## src/design/assert_macros.svh

```systemverilog
// ----------------------------------------------------------------------------
// Assertion macros for the heightmap sampler
// Concurrent checks, compiled out when SYNTHESIS is defined.
// ----------------------------------------------------------------------------
`ifndef ASSERT_MACROS_SVH
`define ASSERT_MACROS_SVH
`ifndef SYNTHESIS
// property must hold on every rising clock edge outside reset
`define HBS_ASSERT(lbl, c, r, prop) \
    lbl: assert property (@(posedge c) disable iff (!r) prop) \
        else $error("hbs assertion failed");
// expression must never be true outside reset
`define HBS_NEVER(lbl, c, r, expr) \
    lbl: assert property (@(posedge c) disable iff (!r) !(expr)) \
        else $error("hbs forbidden condition seen");
`else
`define HBS_ASSERT(lbl, c, r, prop)
`define HBS_NEVER(lbl, c, r, expr)
`endif
`endif

```

## src/design/hbs_pkg.sv

```systemverilog
// ----------------------------------------------------------------------------
// hbs_pkg
// Shared types and constants of the heightmap bilinear sampler.
// ----------------------------------------------------------------------------
`default_nettype none

package hbs_pkg;

    localparam int GRID_SIZE_DEF  = 33;
    localparam int POST_SHIFT_DEF = 7;
    localparam int FRAC_BITS_DEF  = 8;

    localparam int INDEX_W     = 11;
    localparam int VALUE_W     = 32;
    localparam int IN_DATA_W   = 112;
    localparam int OUT_DATA_W  = 32;
    localparam int CFG_INDEX_W = 2;

    // widest post address (257 x 257 posts) and widest fraction
    localparam int ADDR_MAX_W = 17;
    localparam int FRAC_MAX_W = 16;

    localparam int QUEUE_DEPTH = 4;

    localparam logic [CFG_INDEX_W-1:0] CFG_ORIGIN_X    = 2'd0;
    localparam logic [CFG_INDEX_W-1:0] CFG_ORIGIN_Z    = 2'd1;
    localparam logic [CFG_INDEX_W-1:0] CFG_CELL_LOADED = 2'd2;

    localparam logic signed [VALUE_W-1:0] ORIGIN_X_RESET = 32'sd0;
    localparam logic signed [VALUE_W-1:0] ORIGIN_Z_RESET = -32'sd1048576;

    localparam logic OP_WRITE = 1'b0;
    localparam logic OP_QUERY = 1'b1;

    typedef struct packed {
        logic signed [VALUE_W-1:0] origin_x;
        logic signed [VALUE_W-1:0] origin_z;
        logic                      loaded;
    } cfg_t;

    typedef enum logic [1:0] {
        ENT_WRITE,
        ENT_MISS,
        ENT_HIT
    } entry_kind_t;

    typedef struct packed {
        entry_kind_t               kind;
        logic [ADDR_MAX_W-1:0]     addr;
        logic signed [VALUE_W-1:0] height;
        logic [FRAC_MAX_W-1:0]     fx;
        logic [FRAC_MAX_W-1:0]     fz;
        logic                      step_x;
        logic                      step_z;
    } entry_t;

    typedef enum logic [1:0] {
        BK_IDLE,
        BK_TAP,
        BK_WAIT
    } back_state_t;

endpackage

`default_nettype wire

```

## src/design/hbs_queue.sv

```systemverilog
// ----------------------------------------------------------------------------
// hbs_queue
// Short FIFO of classified entries between front and back.
// ----------------------------------------------------------------------------
`default_nettype none

module hbs_queue (
    input  wire logic            clk,
    input  wire logic            rst_n,
    input  wire logic            push,
    input  wire hbs_pkg::entry_t push_entry,
    output logic                 full,
    output logic                 valid,
    output hbs_pkg::entry_t      head,
    input  wire logic            pop
);

    localparam int PTR_W = $clog2(hbs_pkg::QUEUE_DEPTH);
    localparam logic [PTR_W:0] DEPTH_CNT = (PTR_W + 1)'(hbs_pkg::QUEUE_DEPTH);

    hbs_pkg::entry_t  entries_reg [hbs_pkg::QUEUE_DEPTH];
    logic [PTR_W-1:0] wr_ptr_reg;
    logic [PTR_W-1:0] rd_ptr_reg;
    logic [PTR_W:0]   count_reg;
    logic [PTR_W:0]   count_next;

    assign full  = (count_reg == DEPTH_CNT);
    assign valid = (count_reg != '0);
    assign head  = entries_reg[rd_ptr_reg];

    always_comb
    begin
        case ({push, pop})
            2'b10:   count_next = count_reg + 1'b1;
            2'b01:   count_next = count_reg - 1'b1;
            default: count_next = count_reg;
        endcase
    end

    always_ff @(posedge clk or negedge rst_n)
    begin
        if (!rst_n)
        begin
            wr_ptr_reg <= '0;
            rd_ptr_reg <= '0;
            count_reg  <= '0;
        end
        else
        begin
            if (push)
            begin
                wr_ptr_reg <= wr_ptr_reg + 1'b1;
            end
            if (pop)
            begin
                rd_ptr_reg <= rd_ptr_reg + 1'b1;
            end
            count_reg <= count_next;
        end
    end

    always_ff @(posedge clk)
    begin
        if (push)
        begin
            entries_reg[wr_ptr_reg] <= push_entry;
        end
    end

endmodule

`default_nettype wire

```

## config.mk

```make
export PLATFORM = sky130hd
export DESIGN_NAME = hbs_queue
export DESIGN_NICKNAME = d
export VERILOG_FILES = /design/src/design/assert_macros.svh /design/src/design/hbs_pkg.sv /design/src/design/hbs_queue.sv
export SDC_FILE = /design/constraint.sdc
export NUM_CORES = 1
export LEC_CHECK = 0
export ABC_AREA = 1
export BUFFER_PORTS_ARGS = -buffer_cell sky130_fd_sc_hd__buf_4
export CORE_MARGIN = 4
export CORE_UTILIZATION = 40
export CTS_BUF_LIST = sky130_fd_sc_hd__clkbuf_8
export DETAILED_ROUTE_END_ITERATION = 7
export SETUP_SLACK_MARGIN = 0.5
export SLEW_MARGIN = 20
export SYNTH_ARGS = -nofsm -noshare
export SYNTH_HDL_FRONTEND = slang
export SYNTH_SLANG_ARGS = --single-unit
```

## constraint.sdc

```tcl
create_clock -name clk -period 3.4 [get_ports clk]
set_input_delay 0.17 -clock clk [delete_from_list [all_inputs] [get_ports clk]]
set_output_delay 0.17 -clock clk [all_outputs]
set_load 0.005 [all_outputs]
```

# == After elaboration in Yosys (flattened, before gate mapping) ==
# Memories as Yosys holds them, arrays and structs flattened.
# Cells that the tools add are included.
# op_classes
bitwise,0
n_lt_le_gt_ge,0
shift,0
n_addsub,4
mul,0
eq_ne,3
muxes,3
n_div,0
n_reduce_logical,2
# ops
op,count
3-bit case mux with 2 select lines,1
"2-bit by 1-bit adder with 2-bit output, second input constant",2
"3-bit by 1-bit adder with 3-bit output, second input constant",1
"3-bit equality test, second input constant",1
3-bit nonzero test,1
"3-bit by 1-bit subtractor with 3-bit output, second input constant",1
"2-bit by 1-bit equality test with 1-bit output, second input constant",1
"2-bit equality test, second input constant",1
1-bit two-way mux,2
2-bit nonzero test,1
# totals
ff_bits,7
mem_bits_ro,0
mem_count,1
ramBits,340
latchBits,0
inputBits,89
# mem_list
memory,depth,width,rd,rd_ports_with_merged_regs,write_ports,line_no,source
entries_reg,4,85,1,0,1,hbs_queue.sv:21,hbs_pkg::entry_t entries_reg [hbs_pkg::QUEUE_DEPTH];

# == Logic depth before layout (Yosys ltp) ==
# logic_depth
depth_word,2
mapped_depth,10
ltp_nobuf,9

# == Worst setup path before layout ==
# No wires, ideal clock.
# synth_path
path_type,register to register
from,register wr_ptr_reg[0]
to,memory entries_reg[2][0] (netlist name) (enable)
required_ns,2.961
path_stages_with_launch,5
arrival_time_ns,2.328
period_less_slack_ns,2.767
n_path_buf,0
setup_slack_ns,0.633
cell_sequence,dfrtp_1 inv_1 ha_1 nand2_1 inv_1
# synth_lines
item,line_no,source
"start, declared",hbs_queue.sv:22,logic [PTR_W-1:0] wr_ptr_reg;
"start signal, assigned",hbs_queue.sv:52,wr_ptr_reg <= wr_ptr_reg + 1'b1;
"end, declared",hbs_queue.sv:21,
# Straight into the memory's write port.

==> reports/results.txt <==
The number of antenna violations at the first check in global routing is 2. The cell at the slowest stage of the critical path is dfrtp_4. The die is 196 µm wide. The clock latency on the worst-skew pair is 0.59 ns, and the floorplan die height is 196 µm. Number of buffers inserted by port buffering: 175. In the routed design, unresolved DRC markers number 0.

The HPWL after detailed placement is 17.2 mm. The wire length of the first global-routing pass is 47.4 mm, and the routed length per instance is 16.3 µm. The tools report the critical path startpoint as rd_ptr_reg[0]. Final period demand of the worst path: 2.58 ns.

TritonCTS built the clock tree. The worst pin sits at a relative slew slack of 56.8%. The logs give 3 for the maximum root-to-sink buffer count and 0.0158 mm² for the placed standard-cell area. After clock tree synthesis, the setup repair step added 0 buffers. Classification of the worst setup path: flop to output pin.

Across the run, the number of max-cap violations was 0. In the global route stage, overall resource usage came out at 15.4%. The run gives 8821 as the via count of the first global-routing pass. Post-route cell area: 0.0178 mm². The logs give 0.0213 ns for the post-route clock skew and 0.0385 mm² for the area enclosed by the die boundary. STA classifies the critical path startpoint as a flop. The maximum fanout count along the critical path is 53, and the leakage component of the power is 0.00723 µW. STA classifies the critical path endpoint as an output pin. The number of fill cells is 2968, and the maximum number of pins on one net before global-route repair is 95.

For the worst path setup slack after routing, the log shows 0.817 ns. For the data arrival time at the worst-slack endpoint, the log shows 2.41 ns. The tools report the net count of the finished layout as 1424. The tools report the number of slew-limit violations in the final report as 0. The via count of the routed design is 8458, and the post-synthesis area per instance is 13.6 µm². The Yosys step of the flow raised 0 warnings. Before antenna repair, the detailed router went through 4 iterations. The type of the worst min-delay path is input pin to flop. The total chip power was 14500 µW. Area growth from synthesis to layout: 25.8%. After routing, the total negative slack on setup checks comes to 0 ns.

By area the synthesized netlist is led by edfxtp_1 72%, nand2_1 7.0%, o211ai_1 6.9%. The remaining number of nets flagged by the antenna check after routing was 0. The tools report the endpoint of the worst register-to-register path as entries_reg[1][32]. The clock tree synthesis step divided the H-tree into 2 levels.

Routed wire length: 29.8 mm. The number of placed I/O pins was 176; the average via count per standard cell was 4.63. The global route total overflow is 0.

At the end of routability-driven placement, the weighted congestion stood at 0.719. The flow ran to the end, and the final reports show no timing, DRC or antenna violations. Counting flops and latches in the post-synthesis netlist gives 347. Of all cell types, the one taking the most synthesized area is edfxtp_1.

The startpoint identified for the worst hold timing path is push_entry[77]. The cell sitting at the root of the clock tree is a clkbuf_8. The core region is 0.0348 mm². The initial utilization of the core area, before any placement, comes to 40.8%. The path with the worst hold slack has its endpoint at entries_reg[0][77]. The reg-to-reg startpoint was wr_ptr_reg[1]. For the flop-to-flop setup slack, the log shows 1.48 ns.

In the final layout, the share of cells above drive strength 1 is 23.0%. The slew of the pin with the lowest slew margin came out at 0.648 ns. The biggest cell delay along the critical path was 0.85 ns; the data required time at the worst endpoint was 3.23 ns. Synthesis produced a netlist whose cell count is 1041. Setup repair after global routing left no endpoint under its margin.

Of the synthesized area, sequential elements account for 73.2%. The fraction of the cycle the final worst path needs was 76.0%; the clock sink total was 347. OpenSTA, run right after detailed placement, puts the worst setup slack at 1.22 ns. Clock-pin slew was measured on the worst setup and hold paths at 0.06 ns. The run gives 308 as the number of DRC markers in iteration 0.

After floorplanning, the core was divided into 68 placement rows. The tools report the net count of the mapped netlist as 1136. Setup violations remaining at the end of the flow were counted as 0. Hold is met by 0.322 ns. Of the post-synthesis cell area, the dominant cell type holds 72.0%. The peak ir drop on the vdd network came out at 0.441 mV. The tools report the achievable frequency as 387 MHz. The number of flip-flops under the largest register name came out at 340. The number of hold violations in the final report came out at 0. Walking the worst path, the cells encountered are buf_12, buf_12, nand2_1, o211ai_1, nand2_1, buf_4. In this run the cell area of the synthesized design comes to 0.0142 mm². The run gives 58 as the number of buffers created by CTS. The worst hold path passes through 2 cells. For this design the ratio of total power to cell area is 812 mW/mm².

Distinct cell type count of the synthesized netlist: 19. Counting cells, the worst reg-to-reg path comes to 5.
synth_stat cells:
master	count
clkbuf_1	4
inv_1	183
buf_6	28
xor2_1	3
ha_1	5
edfxtp_1	340
nand4_1	1
xnor2_1	1
buf_4	11
nor3_1	1
nand3_1	2
o21ai_0	2
o211ai_1	130
nand2_1	266
inv_2	1
fa_1	1
o211ai_2	40
dfrtp_1	7
buf_2	15
metrics by stage:
stage               instances  util (%)
finish                   1825      51.3
global route             1825      51.3
CTS                      1822      51.2
detailed placement       1634      45.5
global placement         1634      45.5
floorplan                1041         -
what timing repair did:
item | 4_1_cts | 5_1_grt
hold buffers | 89 | 0
endpoints found under the hold margin | 353 | 0
gates resized for setup | 0 | 0
layer usage:
metal	GRT usage, %	vias up	share of wire (%)
li1	-	4202	-
met1	20.2	4034	44
met2	26.3	176	50
met3	2.70	46	4.1
met4	4.97	0	2.0
met5	0	-	0
worst max path at each step:
| stage | endpoint | slack (ns) | depth (start not counted) |
|---|---|---|---|
| 6_report | head[0] | 0.82 | 6 |
| 5_1_grt | head[39] | 0.61 | 6 |
| 4_1_cts | head[7] | 0.55 | 5 |
| 2_1_floorplan | entries_reg[2][0] | 0.63 | 4 |
| 3_5_place_dp | head[7] | 1.22 | 5 |
| 3_3_place_gp | head[82] | 1.26 | 5 |
kinds of logic (layout without fill, tap and decap cells):
| logic type | Yosys count | count (layout) | share of synthesized area, % |
|---|---|---|---|
| AOI/OAI and AO/OA | 172 | 172 | 10.5 |
| xor gates and xnor gates | 4 | 4 | 0.247 |
| adders and majority gates | 6 | 6 | 0.582 |
| buffers and inverters | 242 | 569 | 8.31 |
| DFF | 347 | 347 | 73.2 |
| other | 0 | 2 | 0 |
| and+or+nand+nor | 270 | 270 | 7.19 |
report_power, final:
group	switching, µW	total (µW)	internal, µW
Sequential	300	5900	5600
Clock	1550	3450	1900
Combinational	2950	5140	2190
Total	4800	14500	9680
worst max-delay path, delay by kind of cell (launching register included):
family | cells | cell delay, ns
AO/OA/AOI/OAI | 1 | 0.08
flip-flops | 1 | 0.85
buffers and inverters | 3 | 0.67
AND/OR/NAND/NOR | 2 | 0.19
area by class of cell:
class	instances	area [µm²]	share of cell area, %
flip-flops and latches	347	10400	58.2
diodes	2	5.00	0.0281
multi-input cells	452	2620	14.7
inverters	184	703	3.94
clock inverters	40	267	1.49
clock buffers	59	812	4.55
repair buffers	286	2470	13.8
well taps	455	569	3.19
placed cells by master (no fill, tap or decap):
cell type	synthesis	layout
bufinv_16	0	4
nor3_1	1	1
clkinv_1	0	14
nand2_1	266	266
edfxtp_1	340	340
dfrtp_4	0	2
clkbuf_8	0	59
o21ai_0	2	2
xor2_1	3	3
diode_2	0	2
xnor2_1	1	1
o211ai_2	40	40
nand3_1	2	2
fa_1	1	1
inv_1	183	194
o211ai_1	130	130
buf_12	0	8
clkinv_2	0	6
dfrtp_1	7	5
nand4_1	1	1
ha_1	5	5
clkinvlp_4	0	1
inv_4	0	5
buf_4	11	189
dlygate4sd3_1	0	89
(Power assumes the default switching activity.)
