$ cat src/design/assert_macros.svh
// ----------------------------------------------------------------------------
// Assertion macros for the heightmap sampler
// Concurrent checks, compiled out when SYNTHESIS is defined.
// ----------------------------------------------------------------------------
`ifndef ASSERT_MACROS_SVH
`define ASSERT_MACROS_SVH
`ifndef SYNTHESIS
// property must hold on every rising clock edge outside reset
`define HBS_ASSERT(lbl, c, r, prop) \
    lbl: assert property (@(posedge c) disable iff (!r) prop) \
        else $error("hbs assertion failed");
// expression must never be true outside reset
`define HBS_NEVER(lbl, c, r, expr) \
    lbl: assert property (@(posedge c) disable iff (!r) !(expr)) \
        else $error("hbs forbidden condition seen");
`else
`define HBS_ASSERT(lbl, c, r, prop)
`define HBS_NEVER(lbl, c, r, expr)
`endif
`endif

$ cat src/design/hbs_pkg.sv
// ----------------------------------------------------------------------------
// hbs_pkg
// Shared types and constants of the heightmap bilinear sampler.
// ----------------------------------------------------------------------------
`default_nettype none

package hbs_pkg;

    localparam int GRID_SIZE_DEF  = 33;
    localparam int POST_SHIFT_DEF = 7;
    localparam int FRAC_BITS_DEF  = 8;

    localparam int INDEX_W     = 11;
    localparam int VALUE_W     = 32;
    localparam int IN_DATA_W   = 112;
    localparam int OUT_DATA_W  = 32;
    localparam int CFG_INDEX_W = 2;

    // widest post address (257 x 257 posts) and widest fraction
    localparam int ADDR_MAX_W = 17;
    localparam int FRAC_MAX_W = 16;

    localparam int QUEUE_DEPTH = 4;

    localparam logic [CFG_INDEX_W-1:0] CFG_ORIGIN_X    = 2'd0;
    localparam logic [CFG_INDEX_W-1:0] CFG_ORIGIN_Z    = 2'd1;
    localparam logic [CFG_INDEX_W-1:0] CFG_CELL_LOADED = 2'd2;

    localparam logic signed [VALUE_W-1:0] ORIGIN_X_RESET = 32'sd0;
    localparam logic signed [VALUE_W-1:0] ORIGIN_Z_RESET = -32'sd1048576;

    localparam logic OP_WRITE = 1'b0;
    localparam logic OP_QUERY = 1'b1;

    typedef struct packed {
        logic signed [VALUE_W-1:0] origin_x;
        logic signed [VALUE_W-1:0] origin_z;
        logic                      loaded;
    } cfg_t;

    typedef enum logic [1:0] {
        ENT_WRITE,
        ENT_MISS,
        ENT_HIT
    } entry_kind_t;

    typedef struct packed {
        entry_kind_t               kind;
        logic [ADDR_MAX_W-1:0]     addr;
        logic signed [VALUE_W-1:0] height;
        logic [FRAC_MAX_W-1:0]     fx;
        logic [FRAC_MAX_W-1:0]     fz;
        logic                      step_x;
        logic                      step_z;
    } entry_t;

    typedef enum logic [1:0] {
        BK_IDLE,
        BK_TAP,
        BK_WAIT
    } back_state_t;

endpackage

`default_nettype wire

$ cat src/design/hbs_front.sv
// ----------------------------------------------------------------------------
// hbs_front
// Accepts input items, runs the cell test and grid split, emits queue entries.
// ----------------------------------------------------------------------------
`default_nettype none

module hbs_front #(
    parameter int GRID_SIZE  = hbs_pkg::GRID_SIZE_DEF,
    parameter int POST_SHIFT = hbs_pkg::POST_SHIFT_DEF,
    parameter int FRAC_BITS  = hbs_pkg::FRAC_BITS_DEF
) (
    input  wire logic                              clk,
    input  wire logic                              rst_n,
    input  wire hbs_pkg::cfg_t                     cfg,
    input  wire logic                              in_valid,
    output logic                                   in_ready,
    input  wire logic                              in_op,
    input  wire logic [hbs_pkg::INDEX_W-1:0]       in_index,
    input  wire logic signed [hbs_pkg::VALUE_W-1:0] in_height,
    input  wire logic signed [hbs_pkg::VALUE_W-1:0] in_qx,
    input  wire logic signed [hbs_pkg::VALUE_W-1:0] in_qz,
    output logic                                   push,
    output hbs_pkg::entry_t                        entry,
    input  wire logic                              full
);

    localparam int POSTS     = GRID_SIZE * GRID_SIZE;
    localparam int POS_SHIFT = POST_SHIFT + FRAC_BITS;
    localparam int COORD_W   = $clog2(GRID_SIZE);
    localparam int ADDR_W    = $clog2(POSTS);
    localparam int FRAC_W    = (FRAC_BITS > 0) ? FRAC_BITS : 1;
    localparam int DIFF_W    = hbs_pkg::VALUE_W + 1;
    localparam longint SPAN  = longint'(GRID_SIZE - 1) << POS_SHIFT;
    localparam logic [FRAC_W-1:0]  FRAC_MASK = (FRAC_BITS > 0) ? '1 : '0;
    localparam logic [COORD_W-1:0] LAST_POST = COORD_W'(GRID_SIZE - 1);
    localparam logic [DIFF_W-1:0]  LAST_WIDE = DIFF_W'(GRID_SIZE - 1);

    // stage 1: item and offsets from the cell corner
    logic                              s1_valid_reg;
    logic                              s1_op_reg;
    logic [hbs_pkg::INDEX_W-1:0]       s1_index_reg;
    logic signed [hbs_pkg::VALUE_W-1:0] s1_height_reg;
    logic signed [DIFF_W-1:0]          s1_dx_reg;
    logic signed [DIFF_W-1:0]          s1_dz_reg;

    // stage 2: classified entry
    logic            s2_valid_reg;
    hbs_pkg::entry_t s2_entry_reg;

    logic s1_ready;
    logic s2_ready;

    logic signed [63:0] dx_wide;
    logic signed [63:0] dz_wide;
    logic               x_in;
    logic               z_in;
    logic               query_hit;
    logic               write_ok;
    logic [DIFF_W-1:0]  ux;
    logic [DIFF_W-1:0]  uz;
    logic [DIFF_W-1:0]  ix;
    logic [DIFF_W-1:0]  iz;
    logic [COORD_W-1:0] x0;
    logic [COORD_W-1:0] z0;
    logic [FRAC_W-1:0]  fx;
    logic [FRAC_W-1:0]  fz;
    logic [ADDR_W-1:0]  base;
    hbs_pkg::entry_t    s2_entry_next;
    logic               s2_valid_next;

    assign s2_ready = !s2_valid_reg || !full;
    assign s1_ready = !s1_valid_reg || s2_ready;
    assign in_ready = s1_ready;
    assign push     = s2_valid_reg && !full;
    assign entry    = s2_entry_reg;

    always_ff @(posedge clk or negedge rst_n)
    begin
        if (!rst_n)
        begin
            s1_valid_reg <= 1'b0;
            s2_valid_reg <= 1'b0;
        end
        else
        begin
            if (s1_ready)
            begin
                s1_valid_reg <= in_valid;
            end
            if (s2_ready)
            begin
                s2_valid_reg <= s2_valid_next;
            end
        end
    end

    always_ff @(posedge clk)
    begin
        if (in_valid && s1_ready)
        begin
            s1_op_reg     <= in_op;
            s1_index_reg  <= in_index;
            s1_height_reg <= in_height;
            s1_dx_reg     <= DIFF_W'(in_qx) - DIFF_W'(cfg.origin_x);
            s1_dz_reg     <= DIFF_W'(in_qz) - DIFF_W'(cfg.origin_z);
        end
        if (s2_ready)
        begin
            s2_entry_reg <= s2_entry_next;
        end
    end

    // cell test: X closed at the low end, Z closed at the high end
    always_comb
    begin
        dx_wide   = 64'(s1_dx_reg);
        dz_wide   = 64'(s1_dz_reg);
        x_in      = (dx_wide >= 64'sd0) && (dx_wide < SPAN);
        z_in      = (dz_wide > 64'sd0) && (dz_wide <= SPAN);
        query_hit = cfg.loaded && x_in && z_in;
        write_ok  = int'(s1_index_reg) < POSTS;
    end

    // split offsets into post and fraction, clamp to the last post
    always_comb
    begin
        ux = s1_dx_reg;
        uz = s1_dz_reg;
        ix = ux >> POS_SHIFT;
        iz = uz >> POS_SHIFT;
        if (ix >= LAST_WIDE)
        begin
            x0 = LAST_POST;
            fx = '0;
        end
        else
        begin
            x0 = ix[COORD_W-1:0];
            fx = FRAC_W'(ux >> POST_SHIFT) & FRAC_MASK;
        end
        if (iz >= LAST_WIDE)
        begin
            z0 = LAST_POST;
            fz = '0;
        end
        else
        begin
            z0 = iz[COORD_W-1:0];
            fz = FRAC_W'(uz >> POST_SHIFT) & FRAC_MASK;
        end
        base = ADDR_W'(int'(z0) * GRID_SIZE + int'(x0));
    end

    always_comb
    begin
        s2_entry_next        = '0;
        s2_entry_next.height = s1_height_reg;
        s2_entry_next.fx     = hbs_pkg::FRAC_MAX_W'(fx);
        s2_entry_next.fz     = hbs_pkg::FRAC_MAX_W'(fz);
        s2_entry_next.step_x = (x0 != LAST_POST);
        s2_entry_next.step_z = (z0 != LAST_POST);
        if (s1_op_reg == hbs_pkg::OP_WRITE)
        begin
            s2_entry_next.kind = hbs_pkg::ENT_WRITE;
            s2_entry_next.addr = hbs_pkg::ADDR_MAX_W'(ADDR_W'(s1_index_reg));
            // drop writes beyond the grid
            s2_valid_next      = s1_valid_reg && write_ok;
        end
        else
        begin
            s2_entry_next.kind = query_hit ? hbs_pkg::ENT_HIT : hbs_pkg::ENT_MISS;
            s2_entry_next.addr = hbs_pkg::ADDR_MAX_W'(base);
            s2_valid_next      = s1_valid_reg;
        end
    end

endmodule

`default_nettype wire

$ cat config.mk
export PLATFORM = sky130hd
export DESIGN_NAME = hbs_front
export DESIGN_NICKNAME = d
export VERILOG_FILES = /design/src/design/assert_macros.svh /design/src/design/hbs_pkg.sv /design/src/design/hbs_front.sv
export SDC_FILE = /design/constraint.sdc
export NUM_CORES = 1
export LEC_CHECK = 0
export ABC_AREA = 1
export BUFFER_PORTS_ARGS = -buffer_cell sky130_fd_sc_hd__buf_4
export CAP_MARGIN = 30
export CORE_MARGIN = 3
export CORE_UTILIZATION = 44
export CTS_CLUSTER_SIZE = 28
export DETAILED_ROUTE_END_ITERATION = 8
export HOLD_SLACK_MARGIN = 0.08
export PLACE_DENSITY = 0.71
export SETUP_SLACK_MARGIN = 0.3
export SYNTH_ARGS = -nofsm -noshare
export SYNTH_HDL_FRONTEND = slang
export SYNTH_SLANG_ARGS = --single-unit
$ cat constraint.sdc
create_clock -name clk -period 2.8 [get_ports clk]
set_clock_uncertainty 0.1 [all_clocks]
set_input_delay 0.28 -clock clk [delete_from_list [all_inputs] [get_ports clk]]
set_output_delay 0.28 -clock clk [all_outputs]
set_load 0.005 [all_outputs]
=== Word level (Yosys, flattened, before mapping) ===
Index checks and enable logic that the tools add are counted.

* Logic and storage cells: 44
* Bits of input ports: 177
* Register bits after elaboration: 181
* Output and inout port bits: 87

* $add $sub $neg: 3
* Reduce and logical (&&, ||, !) cells: 12
* Multipliers: 1
* Mux-type cells: 5
* Equality and inequality tests: 2
* $lt $le $gt $ge: 7

{| class="wikitable"
|+ Operators by type and width
! cell !! number
|-
| $sub A32 B32 Y33 || 2
|-
| $ge A18 B6 Y1 const B || 2
|-
| $ge A33 B1 Y1 const B || 1
|-
| $gt A33 B1 Y1 const B || 1
|-
| $le A33 B22 Y1 const B || 1
|-
| $lt A33 B22 Y1 const B || 1
|-
| $mux W6 || 2
|-
| $ne A6 B6 Y1 const B || 2
|-
| $add A11 B6 Y11 || 1
|-
| $lt A11 B11 Y1 const B || 1
|-
| $mul A6 B6 Y11 const B || 1
|-
| $mux W11 || 1
|-
| $logic_and A1 B1 Y1 || 7
|-
| $logic_not A1 Y1 || 3
|-
| $logic_or A1 B1 Y1 || 2
|-
| $mux W2 || 1
|-
| $mux W1 || 1
|}

=== Longest topological paths before layout ===
* Depth in word-level cells: 5
* Depth in mapped cells: 19
* Depth with buffers taken out: 18

=== Worst setup path after synthesis ===
OpenSTA, ideal clock, no wires.

* Path kind: reg-to-reg
* Start point: reg s2_valid_reg
* End point: reg s1_dx_reg[10], enable pin
* Data required time: 2.243 ns
* Setup time: 0.457 ns
* Setup slack: -0.347 ns
* Stages on the path, launching flop included: 4
* Period minus slack after synthesis: 3.147 ns
* Arrival: 2.591 ns
* Path buffers: 0
* Cell sequence: dfrtp_1 nand3_1 nand2_1 inv_1

* Cells in the longest elaborated chain, start to end: 4

{| class="wikitable"
|+ RTL lines
! element !! RTL line !! RTL
|-
| start, declared || hbs_front.sv:47 || <nowiki>logic s2_valid_reg;</nowiki>
|-
| start signal, assigned || hbs_front.sv:92 || <nowiki>s2_valid_reg <= s2_valid_next;</nowiki>
|-
| $logic_not A1 Y1 || hbs_front.sv:71 || <nowiki>assign s2_ready = !s2_valid_reg || !full;</nowiki>
|-
| $logic_or A1 B1 Y1 || hbs_front.sv:71 ||
|-
| $logic_or A1 B1 Y1 || hbs_front.sv:72 || <nowiki>assign s1_ready = !s1_valid_reg || s2_ready;</nowiki>
|-
| net in_ready || hbs_front.sv:16 || <nowiki>output logic in_ready,</nowiki>
|-
| $logic_and A1 B1 Y1 || hbs_front.sv:99 || <nowiki>if (in_valid && s1_ready)</nowiki>
|-
| end signal, assigned || hbs_front.sv:104 || <nowiki>s1_dx_reg <= DIFF_W'(in_qx) - DIFF_W'(cfg.origin_x);</nowiki>
|-
| end, declared || hbs_front.sv:43 || <nowiki>logic signed [DIFF_W-1:0] s1_dx_reg;</nowiki>
|}

The timed path passes the listed nets, and every way through them passes these cells.
A chain may end at the register's enable or synchronous reset.

==> results by stage <==
Status:
- The run finished, with violations left.
- The checks that failed: setup timing.

Drt:
- Wires add up to 26500 um.
- The antenna violation net count after detailed routing is 0.
- The total iterations of the first detailed-routing run is 7.
- After the first detailed-routing iteration, the DRC count stood at 499.
- The final routed wire length divided by cell count is 14.0 um.
- In the routed design, unresolved DRC markers number 0.
- For this block, the via count after detailed routing is 9135.
- Dividing the detail-routed via count by the number of cells gives 4.82.

Critical path:
- In this run the register-to-register setup slack is -0.03 ns.
- The number of cells on the worst reg-to-reg path is 17.
- STA classifies the critical path startpoint as a flop.
- The worst setup path is of the reg2reg kind.
- Walking the worst path, the cells encountered are nor2_1 > nand2_1 > nor2_4 > nand2_4 > nor2_4 > buf_4 > buf_6 > buf_6 > ha_4 > ha_4 > fa_2 > nand4_1 > o211ai_1 > buf_4 > or2_4 > nand3_2 > nand2_1.
- In this run the critical register-to-register path is captured at entry[73].
- The number of buffers and inverters on the critical path is 4.
- The worst endpoint data arrival time is 2.91 ns.
- The largest incremental delay on the critical path is 0.36 ns.
- The largest delay contributor family on the critical path is simple AND/OR/NAND/NOR gates.
- STA classifies the critical path endpoint as a flop.
- The top fanout value on the critical path is 6.
- The start of the worst register-to-register path is s1_dz_reg[21].
- At the worst endpoint, the required time is 2.88 ns.
- On the critical path, the stage with the largest delay is an instance of sky130_fd_sc_hd__edfxtp_1.

Logic synthesis:
- The number of enable-type register cells in the synthesized netlist is 166.
- The most instantiated flip-flop cell in the synthesis netlist is sky130_fd_sc_hd__edfxtp_1.
- For this run, the number of Yosys warnings is 0.
- Of all flip-flops after synthesis, the portion carrying an async set or reset was 1.19%.
- Synthesis produced 1242 cells.
- The unique cell type count in the Yosys netlist is 41.
- The sequential fraction of the synthesis area is 48.1%.
- The summed instance area of the synthesized netlist is 10500 um^2.
- The post-synthesis average cell area is 8.43 um^2.
- The flip-flop and latch count after synthesis is 168.

Power:
- For this design the ratio of total power to cell area is 510 nW/um^2.
- The total power is 7190 uW.
- The maximum vdd drop is 346 uV.
- In this run the static leakage power is 0.00676 uW.

Final layout:
- In the layout the commonest cells are sky130_fd_sc_hd__nand2_1 (303), sky130_fd_sc_hd__buf_4 (260), sky130_fd_sc_hd__inv_1 (210), sky130_fd_sc_hd__edfxtp_1 (166), sky130_fd_sc_hd__nor2_1 (145).
- The synthesis-to-finish area growth is 34.6%.
- The commonest non-fill, non-tap cell in the layout is sky130_fd_sc_hd__nand2_1.
- The filler cell count is 2026.
- The register with the most flip-flops in the layout has 63 of them.
- After routing the design area is 14100 um^2.
- The number of antenna diodes in the final layout is 0.
- The final net count is 1826.
- The share of final-layout standard cells stronger than drive strength 1 is 22.5%.

Placement:
- The count of buffers from port buffering is 241.
- Before CTS, the worst setup slack after placement is -0.0527 ns.
- The instance area at placement is 12800 um^2.
- The wire-length estimate of the detail-placed layout is 21100 um.
- The final estimated routing congestion in global placement is 0.921.

Global route:
- The first global-routing pass estimated 41900 um of wire.
- The overall track demand over capacity in global routing is 20.1%.
- The initial antenna violation count is 0.
- The pin count of the biggest net entering global routing is 104.
- Summed over all layers, the global routing overflow is 0.
- The number of global-route vias before repair is 8638.

STA:
- Summed over all failing endpoints, the final setup total negative slack is -0.0485 ns.
- Dividing the final minimum period by the clock period gives 101%.
- For the pin with the worst max-slew slack, the measured transition is 0.582 ns.
- The final hold violation count is 0.
- The final setup violation count is 2.
- The final max-slew violation count is 0.
- The shortest period the worst path allows is 2.83 ns.
- The maximum clock rate is 353 MHz.
- The smallest setup slack after layout is -0.0345 ns.
- The worst pin sits at a relative slew slack of 61.1%.
- Setup repair after global routing could not meet its margin everywhere.

Flow run:
- The number of violations of the max-capacitance limit is 0.

Clock network:
- CTS saw 168 sinks.
- The clock-pin slew reported for the worst setup and hold paths after clock tree synthesis is 0.07 ns.
- In this run the clock root is driven by a sky130_fd_sc_hd__clkbuf_16.
- In this run the deepest clock path goes through 2 buffers.
- TritonCTS built the clock tree.
- The number of clock buffers inserted by TritonCTS is 17.
- The H-tree depth reported by CTS is 4.
- The clock latency of the later-clocked register in the worst-skew pair is 0.42 ns.

Floorplanning:
- In this run the core area contains 55 standard-cell rows.
- The overall die height is 160 um.
- Once the floorplan was initialized, standard cells occupied 45.6% of the core.
- The horizontal die dimension is 160 um.
- The die covers 25700 um^2.
- 264 I/O pins were placed.
- The core region is 23000 um^2.

Hold path:
- In this run the worst hold path is classified as in2reg.
- The worst hold path was traced through 3 stages.
- The path with the worst hold slack has its endpoint at s1_dz_reg[0].
- The startpoint identified for the worst hold timing path is cfg[1].
-- cell type report --
class / count / area, um^2 / area share [%]
flip-flops and latches: 168 / 5030 / 35.7
multi-input cells: 856 / 4740 / 33.6
repair buffers: 313 / 2510 / 17.8
inverters: 214 / 807 / 5.72
clock buffers: 17 / 425 / 3.02
well taps: 313 / 392 / 2.78
clock inverters: 15 / 191 / 1.36
-- cells in the mapped netlist, types with 2 or more instances --
cell type | number | area, um^2
sky130_fd_sc_hd__inv_1 | 212 | 796
sky130_fd_sc_hd__nor2_1 | 153 | 574
sky130_fd_sc_hd__nand2_2 | 13 | 81.3
sky130_fd_sc_hd__ha_1 | 77 | 963
sky130_fd_sc_hd__dfrtp_1 | 2 | 50.1
sky130_fd_sc_hd__o21ai_0 | 43 | 215
sky130_fd_sc_hd__edfxtp_1 | 166 | 4980
sky130_fd_sc_hd__o21bai_1 | 7 | 52.6
sky130_fd_sc_hd__or2_2 | 2 | 12.5
sky130_fd_sc_hd__nand2_1 | 311 | 1170
sky130_fd_sc_hd__nor2_2 | 3 | 18.8
sky130_fd_sc_hd__nand4_1 | 10 | 62.6
sky130_fd_sc_hd__nor4_1 | 5 | 31.3
sky130_fd_sc_hd__o21a_1 | 4 | 30.0
sky130_fd_sc_hd__nor3_2 | 2 | 20.0
sky130_fd_sc_hd__fa_1 | 2 | 40.0
sky130_fd_sc_hd__nor4_2 | 2 | 25.0
sky130_fd_sc_hd__nor3_1 | 13 | 65.1
sky130_fd_sc_hd__a21boi_0 | 6 | 45.0
sky130_fd_sc_hd__a21o_1 | 3 | 22.5
sky130_fd_sc_hd__xor2_1 | 25 | 219
sky130_fd_sc_hd__a31oi_1 | 4 | 25.0
sky130_fd_sc_hd__a21oi_1 | 71 | 355
sky130_fd_sc_hd__nand3_1 | 62 | 310
sky130_fd_sc_hd__o21ai_2 | 2 | 17.5
sky130_fd_sc_hd__o22ai_1 | 2 | 12.5
sky130_fd_sc_hd__and3_1 | 3 | 18.8
sky130_fd_sc_hd__o21ai_1 | 2 | 10.0
sky130_fd_sc_hd__xnor2_1 | 2 | 17.5
sky130_fd_sc_hd__buf_4 | 22 | 165
-- what timing repair did --
action | in CTS | in global routing
gates resized for setup | 9 | 20
hold buffers | 48 | 0
pin swaps | 8 | 10
endpoints found under the hold margin | 47 | 0
buffers inserted | 7 | 3
endpoints found under the setup margin | 9 | 9
-- metrics by stage --
step	utilization, %	cells	hold WS [ns]
final	61.3	1896	0.145
after global routing	61.3	1896	0.158
after CTS	60.9	1893	0.126
after detailed placement	55.8	1806	-0.0350
after global placement	55.8	1806	-0.0365
after floorplan	-	1263	-0.116
-- worst max path at each step --
stage | depth (start not counted) | startpoint | slack, ns | end
floorplan | 17 | s1_dz_reg[28] | 0.1 | entry[72]
global placement | 17 | s1_dz_reg[28] | 0.05 | entry[75]
detailed placement | 16 | s1_dz_reg[28] | -0.05 | entry[72]
CTS | 17 | s1_dz_reg[21] | 0.04 | entry[75]
global route | 17 | s1_dz_reg[21] | -0.18 | entry[75]
finish | 17 | s1_dz_reg[21] | -0.03 | entry[73]
-- tightest hold or removal path, stage by stage --
cell and delay, ns:
sky130_fd_sc_hd__buf_4 0.08, sky130_fd_sc_hd__ha_1 0.12, sky130_fd_sc_hd__inv_1 0.03
-- power breakdown --
| group | switching, uW | internal, uW |
|---|---|---|
| clock network | 977 | 1420 |
| logic | 904 | 674 |
| registers | 92.2 | 3120 |
-- metal layers --
layer	vias to the layer above	global-route usage (%)	share of wire (%)
met1	4145	27.4	46
met2	289	33.6	47
li1	4679	-	-
met3	22	3.58	6.5
met5	-	0	0
met4	0	4.62	1.0
-- cell families (layout without fill, tap and decap cells) --
| family | Yosys count | after routing | share of synthesized area [%] |
|---|---|---|---|
| xor gates and xnor gates | 27 | 27 | 2.26 |
| DFF | 168 | 168 | 48.1 |
| AOI/OAI and AO/OA | 147 | 147 | 7.72 |
| and+or+nand+nor | 581 | 581 | 23.0 |
| other | 1 | 22 | 0.0358 |
| buffers and inverters | 239 | 559 | 9.37 |
| adders and majority gates | 79 | 79 | 9.58 |
Power figures use the tool's default switching activity.
